$ cat src/design/mbps_pkg.sv
// ----------------------------------------------------------------------------
// mbps_pkg: shared types and constants of the masked byte pattern scanner
// Sizes, register indexes, result kinds and the result record.
// ----------------------------------------------------------------------------
package mbps_pkg;

    localparam int PATTERN_MAX = 32;
    localparam int OFFSET_BITS = 32;
    localparam int PAT_LIMIT   = (PATTERN_MAX < 32) ? PATTERN_MAX : 32;
    localparam int FILL_W      = $clog2(PATTERN_MAX + 1);
    localparam int LEN_W       = 6;
    localparam int OFS_W       = 32;
    localparam int TOTAL_W     = 16;
    localparam int ADDR_W      = 6;
    localparam int DATA_W      = 64;

    localparam int RQ_DEPTH    = 4;
    localparam int RQ_PTR_W    = $clog2(RQ_DEPTH);
    localparam int RQ_CNT_W    = $clog2(RQ_DEPTH + 1);

    typedef enum logic [2:0] {
        REG_PAT0 = 3'd0,
        REG_PAT1 = 3'd1,
        REG_PAT2 = 3'd2,
        REG_PAT3 = 3'd3,
        REG_MASK = 3'd4,
        REG_LEN  = 3'd5,
        REG_HINT = 3'd6
    } t_reg_idx;

    localparam logic KIND_MATCH   = 1'b0;
    localparam logic KIND_SUMMARY = 1'b1;

    typedef struct packed {
        logic               result_kind;
        logic [OFS_W-1:0]   match_offset;
        logic               found;
        logic               hint_correct;
        logic [TOTAL_W-1:0] match_total;
        logic               last_result;
    } t_result;

    // up to two results per byte; b only ever follows a
    typedef struct packed {
        logic    a_valid;
        t_result a;
        logic    b_valid;
        t_result b;
    } t_rq_push;

endpackage

$ cat src/design/mbps_cell.sv
// ----------------------------------------------------------------------------
// mbps_cell: one window cell
// Holds one window byte, passes it on at each shift, compares it with the
// pattern byte aligned to this cell.
// ----------------------------------------------------------------------------
module mbps_cell
    import mbps_pkg::*;
(
    input  logic       i_clk,
    input  logic       i_shift,
    input  logic [7:0] i_byte,
    input  logic [7:0] i_pat_byte,
    input  logic       i_care,
    output logic [7:0] o_byte,
    output logic       o_hit
);

    logic [7:0] r_byte;

    always_ff @(posedge i_clk) begin
        if (i_shift) begin
            r_byte <= i_byte;
        end
    end

    assign o_byte = r_byte;
    assign o_hit  = !i_care || (r_byte == i_pat_byte);

endmodule

$ cat config.mk
export PLATFORM = sky130hd
export DESIGN_NAME = mbps_cell
export DESIGN_NICKNAME = d
export VERILOG_FILES = /design/src/design/mbps_pkg.sv /design/src/design/mbps_cell.sv
export SDC_FILE = /design/constraint.sdc
export NUM_CORES = 1
export LEC_CHECK = 0
export ABC_AREA = 1
export BUFFER_PORTS_ARGS = -buffer_cell sky130_fd_sc_hd__buf_2
export CAP_MARGIN = 20
export CORE_AREA = 2 2 39 41
export DETAILED_ROUTE_END_ITERATION = 8
export DIE_AREA = 0 0 41 43
export GPL_TIMING_DRIVEN = 0
export SETUP_SLACK_MARGIN = 0.05
export SYNTH_ARGS = -nofsm -noshare
export SYNTH_HDL_FRONTEND = slang
export SYNTH_SLANG_ARGS = --single-unit
$ cat constraint.sdc
create_clock -name i_clk -period 1.4 [get_ports i_clk]
set_input_delay 0.28 -clock i_clk [delete_from_list [all_inputs] [get_ports i_clk]]
set_output_delay 0.28 -clock i_clk [all_outputs]
set_load 0.03 [all_outputs]
==> results of run 1 <==
==> cells in the final DEF (no fill, tap or decap), drive strengths merged <==
master | netlist | layout
nor2 | 2 | 2
inv | 8 | 8
edfxtp | 8 | 8
buf | 0 | 27
xnor2 | 4 | 4
nand2 | 18 | 18
clkbuf | 0 | 3
==> kinds of logic after synthesis <==
logic type,Yosys count,synth area share
flops,8,0.6316
xor+xnor,4,0.09210
simple gates,20,0.1974
buf+inv,8,0.07895
==> report_power, final <==
group / leakage (nW) / total [mW] / internal [mW] / switching [mW]
Sequential: 0.0783 / 0.298 / 0.287 / 0.0115
Combinational: 0.209 / 0.129 / 0.0522 / 0.0772
Clock: 0.0138 / 0.164 / 0.0972 / 0.0665
Total: 0.301 / 0.591 / 0.436 / 0.155
==> worst max path at each step <==
stage	from	endpoint	slack [ns]	depth (start not counted)
final	o_byte[5]	o_hit	-0.09	6
after global routing	o_byte[5]	o_hit	-0.24	6
after CTS	o_byte[5]	o_hit	-0.13	6
after detailed placement	i_pat_byte[6]	o_hit	0.10	7
after global placement	o_byte[6]	o_hit	0.12	6
after floorplan	o_byte[6]	o_hit	0.07	5
==> worst max-delay path, cell delays in order, from the launching register on <==
cell and delay [ns]:
edfxtp_1 0.40, xnor2_1 0.17, nand2_1 0.06, nor2_1 0.08, nand2_1 0.07, nand2_2 0.06
buf_6 0.12
==> stage by stage <==
step	hold slack [ns]	setup slack [ns]
floorplan	0.3789	0.06760
global placement	0.4561	0.1175
detailed placement	0.4581	0.1044
CTS	0.1921	-0.1269
global route	0.1848	-0.2393
finish	0.2056	-0.09461
==> cell type report <==
| type | count | area [µm²] |
|---|---|---|
| multi-input cells | 24 | 112.6 |
| repair buffers | 27 | 141.4 |
| fillers | 145 | 817.0 |
| well taps | 16 | 20.02 |
| inverters | 8 | 30.03 |
| flip-flops and latches | 8 | 240.2 |
| clock buffers | 3 | 22.52 |
==> repair_timing <==
| action | in CTS | in global routing |
|---|---|---|
| gates cloned | 0 | 0 |
| setup buffers | 0 | 0 |
| resized for setup | 2 | 0 |
| pin swaps | 0 | 1 |
| endpoints found under the hold margin | 0 | 0 |
| setup endpoints to repair | 1 | 1 |
==> metal layers <==
metal / vias to the layer above / part of all wire / track usage
li1: 180 / - / -
met1: 142 / 0.33 / 0.07458
met2: 16 / 0.57 / 0.1625
met3: 2 / 0.075 / 0.04188
met4: 0 / 0.025 / 0.1200
met5: - / 0 / 0
==> flow_summary_export.csv, run 1 <==
group,metric,value,unit
routing,drcViolationCount,0,
critical_path,arrival,1.21,ns
finish,area_growth,49.01,%
clock_network,hold_buffers,0,
finish,final_layout_size_suffix_gt1_frac,0.4429,
sta,drv_slew,0,
clock_network,clockBufferDepth,2,
synth,yosysWarnings,0,
synth,synth-edff-count,8,
synth,syn_area,380.4,µm²
placement,port_buffers,27,
synth,netlist.area_leader.share,0.6316,
pwr,pwr_density_cell,1043,nW/µm²
floorplanning,fp-row-count,14,
sta,finalSetupTns,-0.09461,ns
clock_network,clk_pin_slew_worst_paths,0.05,ns
worst_hold_path,whs_path_depth,1,
grt,grt_pass1_vias,336,
critical_path,start_kind,"flop",
worst_hold_path,hold_class,"in2reg",
critical_path,endpoint_kind,"primary output",
synth,postSynth.asyncResetShare,0,
routing,via_count,340,
synth,syn_inst,40,
sta,slew_headroom,0.8876,
critical_path,crit_fanout,2,
sta,min_period,1.495,ns
sta,hold_viol,0,
routing,drtAntennaViolNets,0,
finish,layout.cells.non_filler,86,
placement,post-place-cells,83,
sta,tightest_slew,0.1687,ns
clock_network,cts-root-buf,"clkbuf_4",
grt,overflow,0,
worst_hold_path,hp-start,"i_byte[5]",
synth,syn_area_per_cell,9.509,µm²
sta,fmax,669.1,MHz
synth,synth_common_cells,"nand2_1 (18), edfxtp_1 (8), inv_1 (8), xnor2_1 (4), nor2_1 (2)",
finish,largest_reg_flops,8,
floorplanning,dieHeight,43,µm
critical_path,path_class,"reg2out",
placement,hpwl,563.5,µm
floorplanning,start_util,0.2749,
clock_network,cts_htree_levels,1,
routing,dr.pass1.iters,3,
grt,grt_max_degree,9,
grt,grt_pass1_wl,1090,µm
status,status,"finished, violations left",
grt,grt_antenna_before_repair,0,
floorplanning,core_area,1384,µm²
floorplanning,die_w,41,µm
status,failed_checks,"setup timing",
pwr,total_power,0.5912,mW
job,cap_violations,0,
floorplanning,dieArea,1763,µm²
finish,utilization,0.4096,
finish,diodes,0,
floorplanning,pin_count,28,
sta,finalSetupViolCount,1,
placement,place_congestion,0.6921,
routing,wl,640,µm
sta,rsz0062_at_grt,"true",
synth,synth_cell_types,5,
synth,synth_seq_cells,8,
synth,syn-num-nets,59,
synth,yosysSeqAreaShare,0.6316,
sta,finalWorstSetupSlack,-0.09461,ns
routing,first_iter_violations,2,
sta,fin_crit_sh,1.068,
finish,final_area,566.8,µm²
pwr,p_leak,0.3009,nW
finish,final_nets,91,
clock_network,clock_sinks,8,
grt,track_usage,0.1020,
synth,synthFlopType,"edfxtp_1",
synth,yosysMostFrequentCell,"nand2_1",
synth,yosysTopAreaCell,"edfxtp_1",
synth,synth_area_leaders,"edfxtp_1 (63%), nand2_1 (18%), xnor2_1 (9.2%)",
worst_hold_path,holdPathEnd,"o_byte[5]",
clock_network,cts_tree,"built",
routing,wl_per_cell,7.442,µm
routing,viasPerCell,3.953,
placement,placed_area,538.0,µm²
clock_network,cts_buffers,3,
critical_path,crit_required,1.12,ns
pwr,peakVddDrop,0.5273,mV
(Power assumes the default switching activity.)
==> inputs of run 2 (changes only) <==
Settings changed: REMOVE_ABC_BUFFERS set to 1.
==> flow_summary_export.csv, run 2 (same netlist as run 1, synthesis figures left out) <==
group,metric,value,unit
grt,grt_antenna_before_repair,0,
sta,tightest_slew,0.1685,ns
routing,wl_per_cell,7.931,µm
sta,slew_headroom,0.8877,
sta,min_period,1.504,ns
finish,utilization,0.4132,
grt,grt-busiest-layer,"met2",
status,status,"finished, violations left",
finish,layout.cells.non_filler,87,
pwr,p_leak,0.3058,nW
placement,post-place-cells,83,
critical_path,slowest_stage,"edfxtp_1",
critical_path,crit_fanout,2,
clock_network,clk_pin_slew_worst_paths,0.05,ns
placement,port_buffers,27,
sta,hold_ws,0.2091,ns
critical_path,arrival,1.22,ns
sta,fin_crit_sh,1.074,
pwr,peakVddDrop,0.5213,mV
grt,use_met3,0.02618,
routing,via_count,336,
clock_network,cts-root-buf,"clkbuf_4",
floorplanning,fp-row-count,14,
floorplanning,core_area,1384,µm²
clock_network,cts_htree_levels,1,
placement,place_congestion,0.6393,
sta,hold_viol,0,
critical_path,crit_top_cell,"nand2_1",
sta,finalWorstSetupSlack,-0.1042,ns
clock_network,hold_buffers,0,
critical_path,crit_buf_inv,1,
status,failed_checks,"setup timing",
critical_path,crit_chain,"xnor2_1, nand2_1, nor2_1, nand2_1, nand2_1, buf_6",
finish,layout_commonest_cell,"buf_2",
sta,finalSetupTns,-0.1042,ns
routing,wl,690,µm
grt,overflow,0,
job,cap_violations,0,
pwr,total_power,0.5962,mW
grt,grt_pass1_wl,1152,µm
floorplanning,pin_count,28,
sta,drv_slew,0,
critical_path,crit_family,"flip-flops",
sta,fmax,664.8,MHz
placement,hpwl,609.9,µm
routing,drcViolationCount,0,
floorplanning,dieArea,1763,µm²
finish,final_layout_size_suffix_gt1_frac,0.4366,
routing,drtAntennaViolNets,0,
critical_path,crit_required,1.12,ns
finish,diodes,0,
finish,area_growth,50.33,%
routing,viasPerCell,3.862,
worst_hold_path,hold_class,"in2reg",
finish,fillers,142,
finish,final_nets,92,
finish,largest_reg_flops,8,
grt,grt_pass1_vias,331,
floorplanning,die_w,41,µm
critical_path,path_depth,6,
pwr,pwr_density_cell,1043,nW/µm²
grt,met2_usage,0.1563,
floorplanning,dieHeight,43,µm
critical_path,start_kind,"flop",
clock_network,cts_tree,"built",
clock_network,clockBufferDepth,2,
sta,finalSetupViolCount,1,
critical_path,critical_path.max_stage_delay,0.40,ns
clock_network,cts_buffers,3,
routing,first_iter_violations,0,
floorplanning,start_util,0.2749,
grt,grt_util_met1,0.1122,
worst_hold_path,whs_path_depth,1,
sta,rsz0062_at_grt,"true",
critical_path,path_class,"reg2out",
clock_network,clock_sinks,8,
critical_path,endpoint_kind,"primary output",
grt,track_usage,0.09908,
routing,dr.pass1.iters,1,
finish,mostFrequentLayoutCells,"buf_2 (26), nand2_1 (18), inv_1 (8), edfxtp_1 (8), xnor2_1 (4)",
grt,grt_max_degree,9,
[run 2: changes by cell type in the layout (fill, tap and decap cells not counted)]
cell | before | now
nand2_1 | 17 | 18
buf_4 | 0 | 1
nand2_2 | 1 | 0
[run 2: final timing paths]
kind                  slack, ns      start        end
worst max-delay path      -0.10  o_byte[2]      o_hit
worst min-delay path       0.21  i_byte[6]  o_byte[6]
[run 2: area by class of cell]
type                       count  area (µm²)  area share
sequential                     8       240.2      0.4201
timing repair buffer          28       148.9      0.2604
multi-input combinational     24       110.1      0.1926
inverter                       8       30.03     0.05252
clock buffer                   3       22.52     0.03939
tap                           16       20.02     0.03501
[run 2: metal layers]
| layer | wire (µm) | up-vias |
|---|---|---|
| li1 | - | 184 |
| met3 | 54 | 0 |
| met2 | 378 | 17 |
| met4 | 0 | 0 |
| met5 | 0 | - |
| met1 | 257 | 135 |
[run 2: power by group]
| part | switching [mW] | leakage (nW) | internal [mW] |
|---|---|---|---|
| Clock | 0.0684 | 0.0138 | 0.0974 |
| Combinational | 0.0777 | 0.214 | 0.0544 |
| Sequential | 0.0121 | 0.0783 | 0.286 |
[run 2: what timing repair did]
action / CTS / global route
setup buffers: 1 / 0
gates cloned: 0 / 0
pin swaps: 1 / 0
gates resized for setup: 2 / 0
endpoints found under the setup margin: 1 / 1
[run 2: through the flow]
| stage | cell area [µm²] | setup slack, ns |
|---|---|---|
| 6_report | 571.8 | -0.1042 |
| 3_3_place_gp | 535.5 | 0.1265 |
| 4_1_cts | 571.8 | -0.1307 |
| 3_5_place_dp | 535.5 | 0.09171 |
| 2_1_floorplan | 380.4 | 0.005213 |
| 5_1_grt | 571.8 | -0.2528 |
