--- src/design/mbps_pkg.sv ---
// ----------------------------------------------------------------------------
// mbps_pkg: shared types and constants of the masked byte pattern scanner
// Sizes, register indexes, result kinds and the result record.
// ----------------------------------------------------------------------------
package mbps_pkg;

    localparam int PATTERN_MAX = 32;
    localparam int OFFSET_BITS = 32;
    localparam int PAT_LIMIT   = (PATTERN_MAX < 32) ? PATTERN_MAX : 32;
    localparam int FILL_W      = $clog2(PATTERN_MAX + 1);
    localparam int LEN_W       = 6;
    localparam int OFS_W       = 32;
    localparam int TOTAL_W     = 16;
    localparam int ADDR_W      = 6;
    localparam int DATA_W      = 64;

    localparam int RQ_DEPTH    = 4;
    localparam int RQ_PTR_W    = $clog2(RQ_DEPTH);
    localparam int RQ_CNT_W    = $clog2(RQ_DEPTH + 1);

    typedef enum logic [2:0] {
        REG_PAT0 = 3'd0,
        REG_PAT1 = 3'd1,
        REG_PAT2 = 3'd2,
        REG_PAT3 = 3'd3,
        REG_MASK = 3'd4,
        REG_LEN  = 3'd5,
        REG_HINT = 3'd6
    } t_reg_idx;

    localparam logic KIND_MATCH   = 1'b0;
    localparam logic KIND_SUMMARY = 1'b1;

    typedef struct packed {
        logic               result_kind;
        logic [OFS_W-1:0]   match_offset;
        logic               found;
        logic               hint_correct;
        logic [TOTAL_W-1:0] match_total;
        logic               last_result;
    } t_result;

    // up to two results per byte; b only ever follows a
    typedef struct packed {
        logic    a_valid;
        t_result a;
        logic    b_valid;
        t_result b;
    } t_rq_push;

endpackage

--- src/design/mbps_rq.sv ---
// ----------------------------------------------------------------------------
// mbps_rq: result queue
// Small queue taking up to two results a cycle and giving one per transfer.
// ----------------------------------------------------------------------------
module mbps_rq
    import mbps_pkg::*;
(
    input  logic     i_clk,
    input  logic     i_rst_n,
    input  t_rq_push i_push,
    output logic     o_room,
    output logic     o_valid,
    input  logic     i_ready,
    output t_result  o_data
);

    t_result             r_mem [RQ_DEPTH];
    logic [RQ_PTR_W-1:0] r_wr;
    logic [RQ_PTR_W-1:0] r_rd;
    logic [RQ_CNT_W-1:0] r_cnt;
    logic [RQ_PTR_W-1:0] n_wr;
    logic [RQ_CNT_W-1:0] n_cnt;
    logic [RQ_PTR_W-1:0] wr_b;
    logic [1:0]          push_n;
    logic                pop;

    assign pop    = o_valid && i_ready;
    assign push_n = 2'(i_push.a_valid) + 2'(i_push.b_valid);
    assign wr_b   = r_wr + RQ_PTR_W'(1);
    assign n_wr   = r_wr + RQ_PTR_W'(push_n);
    assign n_cnt  = r_cnt + RQ_CNT_W'(push_n) - RQ_CNT_W'(pop);

    always_ff @(posedge i_clk) begin
        if (!i_rst_n) begin
            r_wr  <= '0;
            r_rd  <= '0;
            r_cnt <= '0;
        end else begin
            r_wr  <= n_wr;
            r_cnt <= n_cnt;
            if (pop) begin
                r_rd <= r_rd + RQ_PTR_W'(1);
            end
        end
    end

    always_ff @(posedge i_clk) begin
        if (i_push.a_valid) begin
            r_mem[r_wr] <= i_push.a;
        end
        if (i_push.b_valid) begin
            r_mem[wr_b] <= i_push.b;
        end
    end

    // room for a full pair, regardless of this cycle's pop
    assign o_room  = r_cnt <= RQ_CNT_W'(RQ_DEPTH - 2);
    assign o_valid = r_cnt != '0;
    assign o_data  = r_mem[r_rd];

endmodule

--- config.mk ---
export PLATFORM = sky130hd
export DESIGN_NAME = mbps_rq
export DESIGN_NICKNAME = d
export VERILOG_FILES = /design/src/design/mbps_pkg.sv /design/src/design/mbps_rq.sv
export SDC_FILE = /design/constraint.sdc
export NUM_CORES = 1
export LEC_CHECK = 0
export BUFFER_PORTS_ARGS = -buffer_cell sky130_fd_sc_hd__buf_4
export CORE_ASPECT_RATIO = 1.1
export CORE_MARGIN = 3
export CORE_UTILIZATION = 55
export DETAILED_ROUTE_END_ITERATION = 12
export GPL_ROUTABILITY_DRIVEN = 0
export PLACE_DENSITY = 0.83
export SETUP_SLACK_MARGIN = 0.4
export SLEW_MARGIN = 20
export SYNTH_ARGS = -nofsm -noshare
export SYNTH_HDL_FRONTEND = slang
export SYNTH_SLANG_ARGS = --single-unit
--- constraint.sdc ---
create_clock -name i_clk -period 6.4 [get_ports i_clk]
set_input_delay 1.28 -clock i_clk [delete_from_list [all_inputs] [get_ports i_clk]]
set_output_delay 1.28 -clock i_clk [all_outputs]
set_load 0.02 [all_outputs]
==> impl_metrics.env, run 1 <==
export IMPL_min_from="r_rd[1]"
export IMPL_seq_power_share_pct=41.5
export IMPL_track_usage_pct=22.4
export IMPL_post_cts_buffers=0
export IMPL_holdWs_ns=0.485
export IMPL_ir_drop_mv=0.222
export IMPL_switching_power_mw=1.24
export IMPL_reg2reg_depth=4
export IMPL_required_ns=5.12
export IMPL_arrival_ns=2.34
export IMPL_clk_pin_slew_worst_paths_ns=0.06
export IMPL_synthToLayoutAreaGrowth_pct=22.0
export IMPL_n_fill_cell=1189
export IMPL_finalWorstSetupSlack_ns=2.78
export IMPL_worstMarginPinSlew_ns=0.898
export IMPL_holdCritPathClass="flip-flop to flip-flop"
export IMPL_antenna_cells=0
export IMPL_drt_iter0_drc=419
export IMPL_critPathTopFamily="flip-flops"
export IMPL_core_um2=18500
export IMPL_vias=5846
export IMPL_p_clk_share_pct=31.5
export IMPL_worstSkewPairLatency_ns=0.49
export IMPL_switching_share_pct=27.2
export IMPL_netlist_instances=551
export IMPL_postCtsHoldBufs=0
export IMPL_die_x_um=138
export IMPL_cts_sinks=217
export IMPL_drt_pass1_iter_count=4
export IMPL_overflow=0
export IMPL_rows=52
export IMPL_slew_viol_final=0
export IMPL_path_class="flip-flop to output pin"
export IMPL_drive_gt1_share_pct=64.9
export IMPL_setup_viol=0
export IMPL_antenna_found_initial=1
export IMPL_numCtsBuffers=23
export IMPL_layout_common_cells="208 x edfxtp_1, 204 x mux2_2, 171 x buf_4"
export IMPL_grt_pass1_vias=6304
export IMPL_rr_startpoint="r_wr[1]"
export IMPL_final_cell_area_um2=12800
export IMPL_rsz0062_at_grt="false"
export IMPL_setup_tns_ns=0
export IMPL_cts_tree="yes"
export IMPL_slew_headroom_pct=40.1
export IMPL_dpl_cell_area_um2=11900
export IMPL_worst_setup_path_start_kind="flip-flop"
export IMPL_syn_cell_area_um2=10500
export IMPL_crit_buf_inv=2
export IMPL_dieArea_um2=20700
export IMPL_combPwrFrac_pct=27.0
export IMPL_crit_path_cell_trace="buf_12 -> mux4_2 -> buf_4"
export IMPL_critPathSlowestCell="dfxtp_4"
export IMPL_whs_path_depth=2
export IMPL_p_leak_nw=4.59
export IMPL_clockBufferDepth=3
export IMPL_die_h_um=151
export IMPL_hold_viol_final=0
export IMPL_fin_skew_ns=0.00424
export IMPL_yosysUniqueCellTypes=27
export IMPL_nets=829
export IMPL_route_detailed_drc=0
export IMPL_max_cap_viol_count=0
export IMPL_synth_seq_cells=217
export IMPL_cp_slowest_stage_delay_ns=0.73
export IMPL_grt_first_pass_wirelength_mm=35.1
export IMPL_grt_max_degree=54
export IMPL_yosys_warnings=0
export IMPL_r2r_end="r_mem[0][4]"
export IMPL_crit_fanout=27
export IMPL_syn_nets=666
export IMPL_htreeDepth=1
export IMPL_pin_count=163
export IMPL_start_util_pct=56.5
export IMPL_cts_root_buf="clkbuf_16"
export IMPL_placed_cells=932
export IMPL_cts_repair_resized=0
export IMPL_postRouteAntennaNets=0
export IMPL_clock_fmax_mhz=276
export IMPL_numPortBuffers=162
export IMPL_p_int_mw=3.33
export IMPL_stdcell_count=973
export IMPL_fin_crit_ns=3.62
export IMPL_cp_end_kind="output pin"
export IMPL_viasPerCell=6.01
export IMPL_period_share_pct=56.5
export IMPL_power_density_nw_per_um2=358
export IMPL_layout_commonest_cell="edfxtp_1"
export IMPL_status="complete, no violations"
export IMPL_yosysSeqAreaShare_pct=61.3
export IMPL_routed_wl_mm=23.4
export IMPL_wl_per_cell_um=24.1
export IMPL_dpl_worst_slack_ns=2.69
export IMPL_avgSynthCellArea_um2=19.0
export IMPL_place_hpwl_mm=14.4
export IMPL_r2r_slack_ns=3.43
[cell families after synthesis]
kind of cell | Yosys count | synth area share (%)
muxes | 264 | 33.9
DFF | 217 | 61.3
buffers and inverters | 40 | 2.07
and+or+nand+nor | 17 | 1.13
adders and majority gates | 6 | 0.788
AOI/OAI and AO/OA | 5 | 0.311
xor gates and xnor gates | 2 | 0.430
[worst max-delay path by stage]
stage / endpoint / slack (ns) / depth (start not counted)
floorplan: r_mem[0][0] / 0.85 / 2
global placement: r_mem[0][10] / 2.74 / 5
detailed placement: r_mem[0][8] / 2.69 / 5
CTS: o_data[51] / 2.72 / 3
global route: o_data[51] / 2.64 / 3
finish: o_data[51] / 2.78 / 3
[power groups by stage]
stage	sequential [mW]	clock, mW	combinational, mW
2_1_floorplan	1.88	0	0.834
3_3_place_gp	1.95	0	1.17
3_5_place_dp	1.93	0	1.24
4_1_cts	1.90	1.46	1.25
5_1_grt	1.92	1.52	1.30
6_report	1.90	1.44	1.23
[cell usage after synthesis]
| library cell | number | area [um2] |
|---|---|---|
| a21oi_1 | 1 | 5.00 |
| and2_1 | 3 | 18.8 |
| buf_2 | 23 | 115 |
| buf_6 | 5 | 56.3 |
| clkbuf_1 | 6 | 22.5 |
| dfxtp_1 | 9 | 180 |
| edfxtp_1 | 208 | 6250 |
| fa_1 | 1 | 20.0 |
| ha_1 | 5 | 62.6 |
| inv_1 | 6 | 22.5 |
| mux2_1 | 4 | 45.0 |
| mux2_2 | 204 | 2300 |
| mux2i_1 | 4 | 40.0 |
| mux4_2 | 52 | 1170 |
| nand2_1 | 2 | 7.51 |
| nand2b_1 | 3 | 18.8 |
| nand3_2 | 1 | 10.0 |
| nand3b_1 | 1 | 7.51 |
| nand3b_2 | 1 | 11.3 |
| nor2_1 | 2 | 7.51 |
| nor2b_1 | 2 | 12.5 |
| nor3b_4 | 1 | 18.8 |
| o21ai_0 | 2 | 10.0 |
| o311ai_0 | 1 | 8.76 |
| o31a_1 | 1 | 8.76 |
| or3_1 | 1 | 6.26 |
| xnor3_1 | 2 | 45.0 |
[cell type report]
| class | instances | area [um2] | area share [%] |
|---|---|---|---|
| Multi-Input combinational cell | 294 | 3880 | 30.3 |
| Sequential cell | 217 | 6430 | 50.3 |
| Inverter | 6 | 22.5 | 0.176 |
| Timing Repair Buffer | 172 | 1300 | 10.2 |
| Clock buffer | 32 | 692 | 5.41 |
| Clock inverter | 9 | 149 | 1.16 |
| Tap cell | 243 | 304 | 2.38 |
[worst register-to-register path, stage by stage, from the launching register on]
cell,delay (ns)
dfxtp_1,0.60
nand3_2,0.52
buf_4,0.51
o21ai_4,0.36
buf_4,0.58
[through the flow]
stage	util, %	total power [mW]
2_1_floorplan	-	2.71
3_3_place_gp	64.3	3.12
3_5_place_dp	64.4	3.17
4_1_cts	68.9	4.61
5_1_grt	68.9	4.74
6_report	68.9	4.57
[flip-flops by register name, indices dropped and copies added, names as in the netlist, named ones only]
signal and flops:
r_mem 208, r_cnt 3, r_rd 2, r_wr 2
[metal layers]
metal	up-vias	global-route usage, %	share of wire [%]
met4	2	7.19	2.5
li1	2577	-	-
met3	36	3.61	6.2
met1	3048	29.2	38
met2	183	38.6	53
met5	-	0	0.055
Power figures use the tool's default switching activity.
==> run 2: changes to the inputs <==
--- a/config.mk
+++ b/config.mk
@@ -8,10 +8,10 @@
 export BUFFER_PORTS_ARGS = -buffer_cell sky130_fd_sc_hd__buf_4
 export CORE_ASPECT_RATIO = 1.1
 export CORE_MARGIN = 3
-export CORE_UTILIZATION = 55
+export CORE_UTILIZATION = 52
 export DETAILED_ROUTE_END_ITERATION = 12
 export GPL_ROUTABILITY_DRIVEN = 0
-export PLACE_DENSITY = 0.83
+export PLACE_DENSITY = 0.82
 export SETUP_SLACK_MARGIN = 0.4
 export SLEW_MARGIN = 20
 export SYNTH_ARGS = -nofsm -noshare
==> constraint.sdc (replaced) <==
create_clock -name i_clk -period 3.2 [get_ports i_clk]
set_input_delay 0.64 -clock i_clk [delete_from_list [all_inputs] [get_ports i_clk]]
set_output_delay 0.64 -clock i_clk [all_outputs]
set_load 0.02 [all_outputs]
==> impl_metrics.env, run 2 (synthesis gave the netlist of run 1 again) <==
export IMPL_viasPerCell=6.02
export IMPL_cts_sinks=217
export IMPL_start_util_pct=53.9
export IMPL_fin_util_pct=65.8
export IMPL_path_class="flip-flop to output pin"
export IMPL_grt_busiest_layer="met2"
export IMPL_dpl_worst_slack_ns=0.652
export IMPL_max_cap_viol_count=0
export IMPL_grt_use_met1_pct=27.7
export IMPL_overflow=0
export IMPL_cp_end_kind="output pin"
export IMPL_power_density_nw_per_um2=699
export IMPL_clk_pin_slew_worst_paths_ns=0.06
export IMPL_antenna_found_initial=0
export IMPL_drive_gt1_share_pct=65.3
export IMPL_grt_met3_usage_pct=4.55
export IMPL_holdCritPathClass="primary input to flip-flop"
export IMPL_track_usage_pct=21.7
export IMPL_layout_commonest_cell="edfxtp_1"
export IMPL_die_x_um=141
export IMPL_period_share_pct=85.2
export IMPL_status="complete, no violations"
export IMPL_place_hpwl_mm=14.6
export IMPL_synthToLayoutAreaGrowth_pct=22.1
export IMPL_finalWorstSetupSlack_ns=0.473
export IMPL_drt_pass1_iter_count=4
export IMPL_seq_area_um2=6430
export IMPL_postRouteAntennaNets=0
export IMPL_largest_reg_flops=208
export IMPL_rows=53
export IMPL_routed_wl_mm=23.7
export IMPL_rsz0062_at_grt="false"
export IMPL_use_met2_pct=37.9
export IMPL_numCtsBuffers=23
export IMPL_required_ns=2.56
export IMPL_worstMarginPinSlew_ns=0.846
export IMPL_antenna_cells=0
export IMPL_vias=5907
export IMPL_dieArea_um2=21900
export IMPL_worstSkewPairLatency_ns=0.49
export IMPL_grt_pass1_vias=6705
export IMPL_max_flop_register="r_mem"
export IMPL_core_um2=19400
export IMPL_hold_viol_final=0
export IMPL_wl_per_cell_um=24.2
export IMPL_slew_headroom_pct=43.6
export IMPL_clockBufferDepth=3
export IMPL_cts_repair_resized=0
export IMPL_grt_first_pass_wirelength_mm=36.8
export IMPL_layout_common_cells="208 x edfxtp_1, 204 x mux2_2, 179 x buf_4"
export IMPL_p_leak_nw=4.60
export IMPL_setup_viol=0
export IMPL_reg_largest_list="r_mem (208), r_cnt (3)"
export IMPL_nets=840
export IMPL_multiInputGateArea_um2=3890
export IMPL_cts_root_buf="clkbuf_16"
export IMPL_die_h_um=155
export IMPL_n_fill_cell=1341
export IMPL_fin_crit_ns=2.73
export IMPL_slew_viol_final=0
export IMPL_ir_drop_mv=0.573
export IMPL_fin_skew_ns=0.00713
export IMPL_drt_iter0_drc=327
export IMPL_cts_tree="yes"
export IMPL_pin_count=163
export IMPL_route_detailed_drc=0
export IMPL_arrival_ns=2.09
export IMPL_numPortBuffers=162
export IMPL_grt_max_degree=53
export IMPL_worst_setup_path_start_kind="flip-flop"
export IMPL_htreeDepth=1
export IMPL_setup_tns_ns=0
export IMPL_clock_fmax_mhz=367
export IMPL_crit_fanout=16
run 2: cell type report:
| cell class | count | area share [%] |
|---|---|---|
| flip-flops and latches | 217 | 50.3 |
| multi-input cells | 294 | 30.4 |
| repair buffers | 183 | 11.1 |
| clock buffers | 25 | 4.56 |
| well taps | 247 | 2.42 |
| clock inverters | 10 | 1.04 |
| inverters | 6 | 0.176 |
run 2: path summary, 6_finish.rpt:
check	start	end	slack, ns	depth (start not counted)
setup / recovery	flip-flop	o_data[0]	0.47	3
hold / removal	i_rst_n	r_wr[0]	0.42	2
setup reg to reg	r_cnt[2]	r_cnt[2]	1.08	8
hold reg to reg	r_rd[1]	flip-flop	0.48	2
run 2: worst max-delay path: stages (launching register included):
cell and delay (ns):
dfxtp_2 0.67, buf_4 0.36, mux4_2 0.37, buf_4 0.18
run 2: where the power goes:
group	internal, mW	leakage, nW	switching (mW)
combinational	1.28	2.22	1.31
sequential	3.60	2.03	0.142
clock	1.55	0.346	1.06
total	6.42	4.60	2.51
run 2: routing by layer:
metal  vias up  wire, um  part of all wire, %
met1      3100      9600                   40
met3        36      1460                  6.2
li1       2598         -                    -
met2       173     12100                   51
met4         0       544                  2.3
met5         -         0                    0
run 2: timing repair:
action	4_1_cts	5_1_grt
endpoints found under the setup margin	37	0
setup buffers	3	0
hold buffers	0	0
run 2: through the flow:
step / cells / instance area [um2] / hold WS, ns / power [mW]
after floorplan: 551 / 10500 / 0.449 / 5.41
after global placement: 944 / 12100 / 0.455 / 6.32
after detailed placement: 944 / 12100 / 0.474 / 6.40
after CTS: 982 / 12800 / 0.402 / 9.03
after global routing: 982 / 12800 / 0.421 / 9.29
final: 982 / 12800 / 0.417 / 8.94
==> run 3: changes to the inputs <==
--- a/config.mk
+++ b/config.mk
@@ -11,7 +11,7 @@
 export CORE_UTILIZATION = 52
 export DETAILED_ROUTE_END_ITERATION = 12
 export GPL_ROUTABILITY_DRIVEN = 0
-export PLACE_DENSITY = 0.82
+export PLACE_DENSITY = 0.73
 export SETUP_SLACK_MARGIN = 0.4
 export SLEW_MARGIN = 20
 export SYNTH_ARGS = -nofsm -noshare
==> impl_metrics.env, run 3 (synthesis gave the netlist of run 1 again) <==
export IMPL_fin_skew_ns=0.00634
export IMPL_core_um2=19400
export IMPL_nets=840
export IMPL_numCtsBuffers=23
export IMPL_worstMarginPinSlew_ns=0.766
export IMPL_dieArea_um2=21900
export IMPL_reg2reg_depth=3
export IMPL_fin_util_pct=65.9
export IMPL_clock_fmax_mhz=389
export IMPL_p_leak_nw=4.61
export IMPL_crit_fanout=21
export IMPL_postRouteAntennaNets=0
export IMPL_grt_first_pass_wirelength_mm=36.0
export IMPL_critPathCapture="o_data[31]"
export IMPL_cp_slowest_stage_delay_ns=0.56
export IMPL_vias=5769
export IMPL_layout_commonest_cell="edfxtp_1"
export IMPL_holdCritPathClass="primary input to flip-flop"
export IMPL_placed_cells=943
export IMPL_hold_viol_final=0
export IMPL_synthToLayoutAreaGrowth_pct=22.3
export IMPL_cts_sinks=217
export IMPL_cts_root_buf="clkbuf_16"
export IMPL_max_cap_viol_count=0
export IMPL_place_hpwl_mm=14.3
export IMPL_rr_startpoint="r_wr[1]"
export IMPL_crit_path_cell_trace="buf_12 -> mux4_2 -> buf_4"
export IMPL_largest_reg_flops=208
export IMPL_final_cell_area_um2=12800
export IMPL_arrival_ns=1.93
export IMPL_dpl_worst_slack_ns=0.668
export IMPL_die_h_um=155
export IMPL_drive_gt1_share_pct=64.6
export IMPL_required_ns=2.56
export IMPL_critPathSlowestCell="mux4_2"
export IMPL_viasPerCell=5.84
export IMPL_start_util_pct=53.9
export IMPL_clk_pin_slew_worst_paths_ns=0.06
export IMPL_postCtsHoldBufs=0
export IMPL_die_x_um=141
export IMPL_stdcell_count=988
export IMPL_dpl_cell_area_um2=12100
export IMPL_slew_viol_final=0
export IMPL_antenna_cells=0
export IMPL_routed_wl_mm=23.5
export IMPL_cts_tree="yes"
export IMPL_worst_setup_path_start_kind="flip-flop"
export IMPL_cp_end_kind="output pin"
export IMPL_drt_pass1_iter_count=4
export IMPL_track_usage_pct=21.4
export IMPL_pin_count=163
export IMPL_ir_drop_mv=0.526
export IMPL_status="complete, no violations"
export IMPL_antenna_found_initial=1
export IMPL_rows=53
export IMPL_wl_per_cell_um=23.8
export IMPL_rsz0062_at_grt="false"
export IMPL_numPortBuffers=162
export IMPL_max_flop_register="r_mem"
export IMPL_grt_max_degree=53
export IMPL_r2r_slack_ns=0.74
export IMPL_worstSkewPairLatency_ns=0.49
export IMPL_overflow=0
export IMPL_clockBufferDepth=3
export IMPL_fin_crit_ns=2.57
export IMPL_grt_pass1_vias=6489
export IMPL_layout_common_cells="208 x edfxtp_1, 204 x mux2_2, 175 x buf_4"
export IMPL_power_density_nw_per_um2=686
export IMPL_slew_headroom_pct=48.9
export IMPL_r2r_end="r_mem[0][13]"
export IMPL_htreeDepth=1
export IMPL_period_share_pct=80.3
export IMPL_route_detailed_drc=0
export IMPL_reg_largest_list="r_mem (208), r_cnt (3)"
export IMPL_finalWorstSetupSlack_ns=0.630
export IMPL_drt_iter0_drc=296
export IMPL_n_fill_cell=1356
export IMPL_path_class="flip-flop to output pin"
export IMPL_setup_viol=0
run 3: changes by cell type in the layout (fill, tap and decap cells not counted), sizes merged:
cell and delta:
bufinv -3, clkinv +3, inv -1, clkbuf +9, clkinvlp -2
run 3: metrics by stage:
stage	hold slack, ns	setup TNS (ns)	power, mW
floorplan	0.449	-48.65	5.41
detailed placement	0.479	0	6.41
global placement	0.457	0	6.35
global route	0.439	0	9.17
CTS	0.416	0	8.89
finish	0.433	0	8.79
run 3: worst min path at each step:
stage            start        end  cells past startpoint
2_1_floorplan  r_rd[1]  flip-flop                      2
3_3_place_gp   r_rd[1]  flip-flop                      2
3_5_place_dp   r_rd[0]  flip-flop                      2
4_1_cts        i_rst_n    r_wr[0]                      2
5_1_grt        i_rst_n   r_cnt[2]                      2
6_report       i_rst_n    r_wr[0]                      2
run 3: repair_timing:
action | in CTS | in global routing
buffers inserted | 4 | 0
setup endpoints to repair | 23 | 3
gates resized for setup | 0 | 1
run 3: report_power, final:
group	total [mW]	internal [mW]	leakage, nW	switching (mW)
clock network	2.44	1.41	0.341	1.03
registers	3.75	3.60	2.03	0.150
logic	2.60	1.30	2.24	1.30
run 3: routing by layer:
layer	vias up	track usage, %	part of all wire [%]
met3	33	4.24	7.8
li1	2612	-	-
met5	-	0	0.047
met4	2	5.49	1.7
met2	179	36.7	51
met1	2943	28.2	40
run 3: cell type report:
type | count | area (um2) | area share (%)
clock buffers | 34 | 657 | 5.13
inverters | 6 | 22.5 | 0.176
flip-flops and latches | 217 | 6430 | 50.2
repair buffers | 183 | 1470 | 11.5
multi-input cells | 294 | 3880 | 30.3
well taps | 247 | 309 | 2.41
clock inverters | 7 | 31.3 | 0.244
run 3: worst max-delay path: cells and delay by family (launching register included):
kind	cells	cell delay, ns
flip-flops	1	0.44
multiplexers	1	0.56
buffers and inverters	2	0.43
